## src/rtl/core/piecewise_linear_coeff_table_core_macros.svh

```systemverilog
// assertion macros for the piecewise linear coefficient table core
`ifndef PIECEWISE_LINEAR_COEFF_TABLE_CORE_MACROS_SVH
`define PIECEWISE_LINEAR_COEFF_TABLE_CORE_MACROS_SVH
// implication checked every clock outside reset
`define PLC_ASSERT_IMP(label, ante, cons) \
  label: assert property (@(posedge clk) disable iff (rst) (ante) |-> (cons)) \
    else $error("label failed");
// next-cycle implication checked every clock outside reset
`define PLC_ASSERT_NEXT(label, ante, cons) \
  label: assert property (@(posedge clk) disable iff (rst) (ante) |=> (cons)) \
    else $error("label failed");
`endif

```

## src/rtl/core/plct_pkg.sv

```systemverilog
// package with shared types and constants of the coefficient table core
`default_nettype none
package plct_pkg;
  localparam int MaxEntries = 64;
  localparam int IdxW = $clog2(MaxEntries);
  localparam int CntW = $clog2(MaxEntries + 1);
  localparam int TempW = 16;
  localparam int CoefW = 24;
  localparam int CfgW = 24;
  localparam int StW = 2;
  localparam int ProdW = 48;
  localparam int DivW = 49;
  localparam int DivCntW = 6;

  localparam logic [1:0] ReqWrite = 2'd0;
  localparam logic [1:0] ReqNorm = 2'd1;
  localparam logic [1:0] ReqQuery = 2'd2;

  localparam logic [1:0] CfgCount = 2'd0;
  localparam logic [1:0] CfgBase = 2'd1;
  localparam logic [1:0] CfgScale = 2'd2;

  localparam logic [StW-1:0] StOk = 2'd0;
  localparam logic [StW-1:0] StRange = 2'd1;
  localparam logic [StW-1:0] StZero = 2'd2;

  localparam logic [CoefW-1:0] CoefMax = {CoefW{1'b1}};

  typedef enum logic [3:0] {
    OpNone, OpWrite, OpRdAddr, OpScanCmp, OpSegRd, OpMul, OpDivStart, OpDivStep,
    OpInterp, OpNrdAddr, OpNmul, OpNwrite, OpFinish
  } op_t;

  typedef struct packed {
    op_t                op;
    logic [IdxW-1:0]    addr;
    logic [StW-1:0]     st;
    logic               norm;
  } cmd_t;

  typedef struct packed {
    logic bracket;
    logic zero_w;
    logic div_done;
    logic base_zero;
  } stat_t;
endpackage
`default_nettype wire

```

## src/rtl/core/plct_ctrl.sv

```systemverilog
// controller state machine sequencing scan, interpolation and normalize
`default_nettype none
module plct_ctrl import plct_pkg::*; (
  input  wire             clk,
  input  wire             rst,
  input  wire             start,
  input  wire [1:0]       req_type,
  input  wire [IdxW-1:0]  entry_index,
  input  wire [CntW-1:0]  entry_count,
  input  stat_t           stat,
  output logic            busy,
  output logic            load_req,
  output cmd_t            cmd,
  output logic            done,
  output logic [StW-1:0]  st_out,
  output logic            val_sel
);
  `include "piecewise_linear_coeff_table_core_macros.svh"
  typedef enum logic [3:0] {
    S_IDLE, S_RD0, S_LD0, S_CMP, S_SEG, S_MUL, S_DIV0, S_DIV, S_INT,
    S_NRD, S_NLD, S_NMUL, S_NDIV0, S_NDIV, S_NWR, S_DONE
  } state_t;
  state_t state;
  logic [CntW-1:0] n, idx;
  logic norm, is_query;
  logic [StW-1:0] st;

  always_comb begin
    cmd.op = OpNone;
    cmd.addr = idx[IdxW-1:0];
    cmd.st = st;
    cmd.norm = norm;
    unique case (state)
      S_RD0: cmd.op = OpRdAddr;
      S_CMP: cmd.op = OpScanCmp;
      S_SEG: cmd.op = OpSegRd;
      S_MUL: cmd.op = OpMul;
      S_DIV0: cmd.op = OpDivStart;
      S_DIV, S_NDIV: cmd.op = OpDivStep;
      S_INT: cmd.op = OpInterp;
      S_NMUL: cmd.op = OpNmul;
      S_NDIV0: cmd.op = OpNrdAddr;
      S_NWR: cmd.op = OpNwrite;
      default: cmd.op = OpNone;
    endcase
    if (state == S_IDLE) begin
      cmd.addr = entry_index;
      cmd.norm = (req_type == ReqNorm);
      if (start && req_type == ReqWrite) begin
        cmd.op = OpWrite;
      end
    end
  end

  assign busy = (state != S_IDLE);
  assign load_req = start && !busy;

  always_ff @(posedge clk) begin
    if (rst) begin
      state <= S_IDLE;
      done <= 1'b0;
      st_out <= StOk;
      val_sel <= 1'b0;
      idx <= '0;
      n <= '0;
      norm <= 1'b0;
      is_query <= 1'b0;
      st <= StOk;
    end else begin
      done <= 1'b0;
      unique case (state)
        S_IDLE: begin
          if (start) begin
            n <= (entry_count > CntW'(MaxEntries)) ? CntW'(MaxEntries) : entry_count;
            norm <= (req_type == ReqNorm);
            is_query <= (req_type == ReqQuery);
            idx <= '0;
            if (req_type == ReqNorm || req_type == ReqQuery) begin
              state <= S_RD0;
            end else begin
              done <= 1'b1;
              st_out <= StOk;
              val_sel <= 1'b0;
            end
          end
        end
        S_RD0: begin
          if (n < CntW'(2)) begin
            st <= StRange;
            state <= S_DONE;
          end else begin
            state <= S_LD0;
          end
        end
        S_LD0: begin
          // entry 0 stays on the read port so that it can be held
          idx <= CntW'(1);
          state <= S_CMP;
        end
        S_CMP: begin
          // entry idx-1 now held, idx being read
          state <= S_SEG;
        end
        S_SEG: begin
          if (stat.bracket) begin
            state <= S_MUL;
          end else if (idx + 1'b1 >= n) begin
            st <= StRange;
            state <= S_DONE;
          end else begin
            idx <= idx + 1'b1;
            state <= S_CMP;
          end
        end
        S_MUL: state <= S_DIV0;
        S_DIV0: state <= S_DIV;
        S_DIV: if (stat.div_done) state <= S_INT;
        S_INT: begin
          if (norm) begin
            idx <= '0;
            state <= S_NRD;
          end else begin
            st <= StOk;
            state <= S_DONE;
          end
        end
        S_NRD: begin
          if (stat.base_zero) begin
            st <= StZero;
            state <= S_DONE;
          end else begin
            state <= S_NLD;
          end
        end
        S_NLD: state <= S_NMUL;
        S_NMUL: state <= S_NDIV0;
        S_NDIV0: state <= S_NDIV;
        S_NDIV: if (stat.div_done) state <= S_NWR;
        S_NWR: begin
          if (idx + 1'b1 >= n) begin
            st <= StOk;
            state <= S_DONE;
          end else begin
            idx <= idx + 1'b1;
            state <= S_NLD;
          end
        end
        S_DONE: begin
          done <= 1'b1;
          st_out <= st;
          val_sel <= is_query && (st == StOk);
          st <= StOk;
          state <= S_IDLE;
        end
        default: state <= S_IDLE;
      endcase
    end
  end

  `PLC_ASSERT_NEXT(a_done_pulse, done, !done || state == S_IDLE)
  `PLC_ASSERT_IMP(a_busy_no_done, done, state == S_IDLE)
  `PLC_ASSERT_IMP(a_val_query, done && val_sel, st_out == StOk)
endmodule
`default_nettype wire

```

## config.mk

```make
export PLATFORM = sky130hd
export DESIGN_NAME = plct_ctrl
export DESIGN_NICKNAME = d
export VERILOG_FILES = /design/src/rtl/core/plct_pkg.sv /design/src/rtl/core/plct_ctrl.sv
export VERILOG_INCLUDE_DIRS = /design/src /design/src/rtl/core
export SDC_FILE = /design/constraint.sdc
export NUM_CORES = 1
export LEC_CHECK = 0
export BUFFER_PORTS_ARGS = -buffer_cell sky130_fd_sc_hd__buf_2
export CORE_ASPECT_RATIO = 0.7
export CORE_MARGIN = 2
export CORE_UTILIZATION = 35
export CTS_CLUSTER_DIAMETER = 50
export CTS_CLUSTER_SIZE = 12
export DETAILED_ROUTE_END_ITERATION = 10
export HOLD_SLACK_MARGIN = 0.02
export PLACE_DENSITY = 0.52
export SYNTH_ARGS = -nofsm -noshare
export SYNTH_HDL_FRONTEND = slang
export SYNTH_SLANG_ARGS = --single-unit
```

## constraint.sdc

```tcl
create_clock -name clk -period 3.8 [get_ports clk]
set_clock_uncertainty 0.2 [all_clocks]
set_input_delay 0.38 -clock clk [delete_from_list [all_inputs] [get_ports clk]]
set_output_delay 0.38 -clock clk [all_outputs]
set_load 0.05 [all_outputs]
```

==> results of run 1 <==
==> kinds of logic (layout without fill, tap and decap cells) <==
group           after synthesis  in the layout
buf+inv                      30             68
xor+xnor                      7              7
fa+ha+maj                    13             13
flops                        30             30
compound gates               58             58
simple gates                 91             91
mux                          10             10
==> report_power, final <==
group,internal (µW),switching [µW]
Combinational,380,778
Clock,146,134
Sequential,373,79.9
Total,899,992
==> how the worst max path moves through the flow <==
| stage | start | to | slack (ns) |
|---|---|---|---|
| after floorplan | idx[2]$_SDFFE_PP0P_ | flop | 0.82 |
| after global placement | idx[0]$_SDFFE_PP0P_ | flop | 0.49 |
| after CTS | idx[0]$_SDFFE_PP0P_ | flop | 0.44 |
| final | idx[0]$_SDFFE_PP0P_ | flop | 0.41 |
| after detailed placement | idx[0]$_SDFFE_PP0P_ | flop | 0.49 |
| after global routing | idx[0]$_SDFFE_PP0P_ | flop | 0.14 |
==> final cells by class <==
type                    instances  area share
clock buffers                   6      0.0358
repair buffers                 42      0.0945
inverters                      18      0.0293
multi-input cells             179       0.535
clock inverters                 2     0.00543
well taps                      72      0.0391
flip-flops and latches         30       0.261
==> layout by cell type (no fill, tap or decap), types with 2 or more instances in the layout <==
cell       n
nand4_1    2
buf_4      3
xnor2_1    4
o21ai_1    3
mux2i_1    3
nand3b_1   7
a221oi_1   2
nand3_1    9
and2_1     4
xor2_1     3
clkbuf_8   6
buf_2     39
and3_1     2
a311oi_1   3
nor3_1     5
nor2b_1    3
inv_1     17
a21oi_1   24
a211oi_2   2
mux2_2     7
o21ai_0    2
nor2_1    13
nand2b_1   6
ha_1      13
nand2_1   29
o21a_1     3
dfxtp_1   30
nor4_4     2
a31oi_1    3
o31ai_1    2
a22oi_1    5
==> stage by stage <==
step,power [µW],worst slack [ns],instance area [µm²],instances,util
final,1890,0.405,2300,349,0.434
after global routing,2020,0.142,2300,349,0.434
after CTS,1890,0.437,2300,349,0.434
after detailed placement,1610,0.488,2210,341,0.416
after global placement,1610,0.485,2210,341,0.416
after floorplan,1370,0.822,1960,239,-
==> metal layers <==
metal / vias up / wire, µm
met5: - / 0
met4: 0 / 68
met3: 8 / 367
met2: 69 / 1660
met1: 781 / 2820
li1: 922 / -
==> critical path, cell delays in order (launching register included) <==
cell	delay [ns]
dfxtp_1	0.47
ha_1	0.29
and3_1	0.20
nand3_1	0.10
xnor2_1	0.25
ha_1	0.30
a21oi_1	0.17
o21ai_2	0.16
o211ai_1	0.25
nand2_1	0.16
ha_1	0.31
inv_1	0.05
mux2_2	0.25
nor3_1	0.14
==> impl_summary.md, run 1 <==
Critical path
The sort of element at the start of the critical path is a flop. The endpoint type of the worst setup path is a flop. The type of the setup path with the least slack is reg -> reg.

Across all register-to-register paths, the minimum setup slack is slightly above 0.4 ns. Data on the critical path is required at its endpoint by roughly 3.8 ns. Of all nets on the critical path, the largest fanout is 7. The number of cells on the worst reg-to-reg path is 13. The beginning of the worst register-to-register path is idx[0]$_SDFFE_PP0P_. Data on the critical path arrives at its endpoint at around 3.4 ns.

Hold path
The number of cells traversed by the worst hold path is 3. The tightest min-delay check is of the in -> reg type. The worst hold path terminates at n[4]$_SDFFE_PP0P_.

In this run the most critical hold path is launched from entry_count[4].

Clocking
Clock-pin slew was measured on the worst setup and hold paths at around 0.070 ns. TritonCTS built the clock tree. In this run, CTS created clock tree buffers numbering 5.

The number of buffers added to fix hold violations after cts is 0. The number of setup buffers added after CTS is 0. The cell at the root of the clock tree is clkbuf_8. The post-cts resize count is 0. The clock insertion delay at the later pin of the skew report is between 0.2 and 0.3 ns. The clock net in this run drives a total of 30 sinks. Counting along the longest clock path gives a buffer depth of 2. The count of H-tree levels built during CTS is 2.

Floorplanning
The width of the die is 93.5 µm. The count of pins on the block boundary is 41. The floorplan step defined a die boundary enclosing between 6000 and 7000 µm².

The starting density of the core is 0.370. The placeable core area is about 5300 µm². The standard-cell row count is 22. The die boundary height is around 67 µm.

Synthesis
The adder-cell share of the synthesized area is 0.0829. The count of mapped cells out of synthesis is around 240. The share of synthesized area occupied by flip-flops and latches is 0.306. The post-synthesis xor/xnor area fraction is 0.0312. Yosys mapped the design onto between 50 and 60 distinct sky130hd cell types. In the synthesized netlist the async set-or-reset flop fraction comes to 0. Of the post-synthesis cell area, the dominant cell type holds 0.306.

The post-synthesis compound-gate area fraction is 0.199. The post-synthesis sequential element count is 30. The multiplexer share of the synthesized area is 0.0554. After synthesis, the largest family of logic cells by area is simple AND/OR/NAND/NOR gates.

After synthesis, the most frequently instantiated cells are dfxtp_1 (30), nand2_1 (29), a21oi_1 (24), inv_1 (17). The number of warning messages in the yosys log is 0. Yosys attributes the largest share of cell area to dfxtp_1 (31%), ha_1 (8.3%), a21oi_1 (6.1%), nand2_1 (5.5%), mux2_2 (4.0%).

The mean post-synth cell area is slightly above 8 µm². Of the total synthesized cell area, the portion taken by AND, OR, NAND and NOR gates is 0.260. Counting flops with a built-in enable in the synthesized netlist gives 0. Summed over all instances, the cell type with the most area after synthesis is dfxtp_1. The top flip-flop cell by instance count after synthesis is dfxtp_1. The synthesized netlist occupies a cell area of 1960 µm². The post-synthesis net count is between 200 and 300. The most instantiated library cell after synthesis is dfxtp_1.

GRT
The met2 usage in global routing is 0.194. The number of global-route vias before repair is ~1600. The combined global-route utilization of all metal layers is 0.171. For met1 alone, demand over resource in global routing was 0.282.

The layer flagged by global routing as most heavily used is met1. The number of antenna violations at the first check in global routing came to 0. The final global-route overflow total is 0. Entering global routing, the biggest net connects 28 pins. The met3 capacity usage during global routing is 0.0419. The first-pass GRT wire length is 8.05 mm.

Detailed routing
The first routing iteration left approximately 160 violations. The average wire per cell in the routed design is approximately 14 µm. Once detail routing completed, the nets flagged for antenna violations numbered 0. The detailed router placed 1780 vias in this run. The number of optimization iterations in the first detailed-route pass is 4. In the routed design, unresolved DRC markers number 0.

The total routed wirelength is 4.92 mm. The ratio of routed vias to standard cells is slightly above 5.

Timing
The final count of pins violating max slew is 0. The post-layout minimum cycle time is roughly 3.4 ns. The final hold violation count is 0. Setup repair after global routing left no endpoint under its margin.

The final critical-path share of the clock period is 0.893. Based on the critical path, the design can be clocked at up to about 290 MHz. At the pin with the least slew margin, the transition time is 0.589 ns. For the final routed database, the setup TNS stands at 0 ns. The worst hold slack is roughly 0.16 ns. Setup violations remaining at the end of the flow were counted as 0. The worst pin sits at a relative slew slack of 0.607.

Final layout
Of the cells placed in the final design, the portion with a size suffix greater than 1 is 0.245. The number of nets at the end of the flow is 311. Fill cells in the final layout number around 560. Summing all multi-input logic gate instances after layout gives between 1000 and 1500 µm². The layout overhead on the synthesized area is 17.4%. Summing all flip-flop and latch instances after layout gives 601 µm². The repair_antennas step left the layout with diodes totalling 0.

Flow run
The max-cap violation count is 0.

Outcome
The flow ran to the end, and the final reports show no timing, DRC or antenna violations.

Power and ir drop
VDD sags by at most around 0.29 mV. The total power per unit cell area is 820 nW/µm². The leakage power figure is 0.000986 µW.

Place
The global placement routability congestion is 0.865. The half-perimeter wire length after detailed placement is about 3.7 mm. The port buffer count is 39.
Power figures use the tool's default switching activity.
==> run 2: changes to the inputs <==
- MAX_ROUTING_LAYER: unset -> met4
==> impl_summary.md, run 2 (synthesized netlist as in run 1, its figures left out) <==
Clocking
The count of buffers added by post-CTS timing repair for setup is 0. TritonCTS built the clock tree. The count of H-tree levels built during CTS is 2. After clock tree synthesis, the clock-pin slew on the worst setup and hold paths is 0.07 ns. The post-cts resize count is 0. For this design, the sink count on the clock tree is 30. The root buffer cell chosen for the clock tree is clkbuf_8. Hold repair after CTS inserted 0 buffers. The clock insertion delay at the later pin of the skew report is 0.29 ns. The maximum number of buffers from clock root to sink is 2. The clock buffer count from CTS is 5.

Detailed routing
The average wire per cell in the routed design is approximately 14 µm. The number of optimization iterations in the first detailed-route pass is 5. The number of DRC markers in iteration 0 is around 170. In the routed design, unresolved DRC markers number 0. Across all layers, the routed design uses 1794 vias.

For this block, the routed nets add up to around 4.9 mm of wire. After detailed routing, the number of vias per cell comes to ~5.1. The detail route stage leaves a number of antenna-violating nets equal to 0.

Power and ir drop
The total power per unit cell area is around 820 nW/µm². The worst ir drop on vdd is roughly 0.29 mV. The leakage power figure is just under 0.001 µW.

Critical path
The total stage count of the critical path is 13. Counting cells, the worst reg-to-reg path comes to 13. The most frequent cell on the critical path is ha_1.

In this design, the largest share of critical-path delay is due to adder cells. Counting both buffers and inverters, the worst setup path holds a total of 1. The sort of element at the start of the critical path is a flop. The critical path data arrival time is 3.40 ns. The slowest stage cell on the critical path is dfxtp_1. STA classifies the critical path endpoint as a flop.

Traced cell by cell, the critical path runs through ha_1, and3_1, nand3_1, xnor2_1, ha_1, a21oi_1, o21ai_2, o211ai_1, nand2_1, ha_1, inv_1, mux2_2, nor3_1. By startpoint and endpoint, the worst setup path is classified as reg -> reg. The required time of the critical path is around 3.8 ns. Along the worst path, the maximum fanout reaches 7.

The maximum single-stage delay on the critical path is 0.47 ns.

Place
The worst slack at placement is 0.488 ns. Routability-driven placement finished with a final weighted congestion of around 0.88. The half-perimeter wire length after detailed placement is 3.66 mm. The port buffer count is 39.

GRT
In the global route stage, overall resource usage came out at 0.176. The first global-routing pass estimated 8.05 mm of wire. The number of global-route vias before repair came to roughly 1600. The number of antenna violations at the first check in global routing is 0. The pin count of the biggest net entering global routing is 28. The final global-route overflow total is 0.

Final layout
Counting the fill cells in the layout gives about 560. In the layout the commonest cells are buf_2 (39), dfxtp_1 (30), nand2_1 (29). The number of nets at the end of the flow is about 310. The leading cell type in the layout, fill and taps excluded is buf_2.

The fraction of layout cells with a size suffix above 1 is 0.245. The antenna diode count is 0. The layout overhead on the synthesized area is 17.4%.

Floorplanning
The die covers about 6200 µm². The die boundary height is 66.7 µm. The placeable core area is roughly 5300 µm². In this run the count of I/O pins placed on the die edge is just over 40.

The width of the die is a little over 90 µm. In this run the core area contains 22 standard-cell rows. The starting density of the core is 0.370.

Timing
Static timing analysis puts the maximum clock frequency at ~300 MHz. The worst slew margin relative to its limit is 0.614. The final total negative setup slack is 0 ns.

The worst hold slack is about 0.17 ns. The final count of pins violating max slew is 0. The post-layout minimum cycle time is between 3 and 4 ns. The final hold violation count came to 0. The slack of the critical path is about 0.40 ns. The number of endpoints failing setup at the final stage is 0. Dividing the final minimum period by the clock period gives 0.894.

At the pin with the least slew margin, the transition time is a little under 0.6 ns. Setup repair after global routing left no endpoint under its margin.

Hold path
The number of cells traversed by the worst hold path is 3. The classification of the worst-slack hold path is in -> reg.

Outcome
The flow ran to the end, and the final reports show no timing, DRC or antenna violations.

Flow run
The tool flagged a number of max-cap violations equal to 0.
## run 2: path summary, 6_finish.rpt
kind	slack [ns]	to	from
setup / recovery	0.40	flop	idx[0]$_SDFFE_PP0P_
hold / removal	0.17	n[4]$_SDFFE_PP0P_	entry_count[4]
setup reg to reg	0.40	flop	idx[0]$_SDFFE_PP0P_
hold reg to reg	0.26	n[0]$_SDFFE_PP0P_	n[0]$_SDFFE_PP0P_
## run 2: final cells by class
class | instances | area, µm² | area share
multi-input combinational | 179 | 1230 | 0.535
sequential | 30 | 601 | 0.261
clock inverter | 2 | 12.5 | 0.00543
tap | 72 | 90.1 | 0.0391
inverter | 18 | 67.6 | 0.0293
timing repair buffer | 42 | 218 | 0.0945
clock buffer | 6 | 82.6 | 0.0358
## run 2: routing by layer
metal | global-route usage | vias to the layer above | routed length [µm]
li1 | - | 919 | -
met1 | 0.282 | 783 | 2810
met2 | 0.194 | 84 | 1660
met3 | 0.0419 | 8 | 397
met4 | 0.0699 | 0 | 68
met5 | - | - | 0
## run 2: power breakdown
group / internal, µW / total [µW] / switching [µW]
clock: 146 / 279 / 133
combinational: 380 / 1160 / 778
sequential: 373 / 453 / 79.5
## run 2: tightest hold or removal path, delay by kind of cell
family          cells  cell delay, ns
compound gates      1            0.06
buf+inv             1            0.10
simple gates        1            0.07
## run 2: stage by stage
step	util	area, µm²	power, µW	cells
2_1_floorplan	-	1960	1370	239
3_3_place_gp	0.416	2210	1610	341
6_report	0.434	2300	1890	349
4_1_cts	0.434	2300	1890	349
3_5_place_dp	0.416	2210	1610	341
5_1_grt	0.434	2300	2020	349
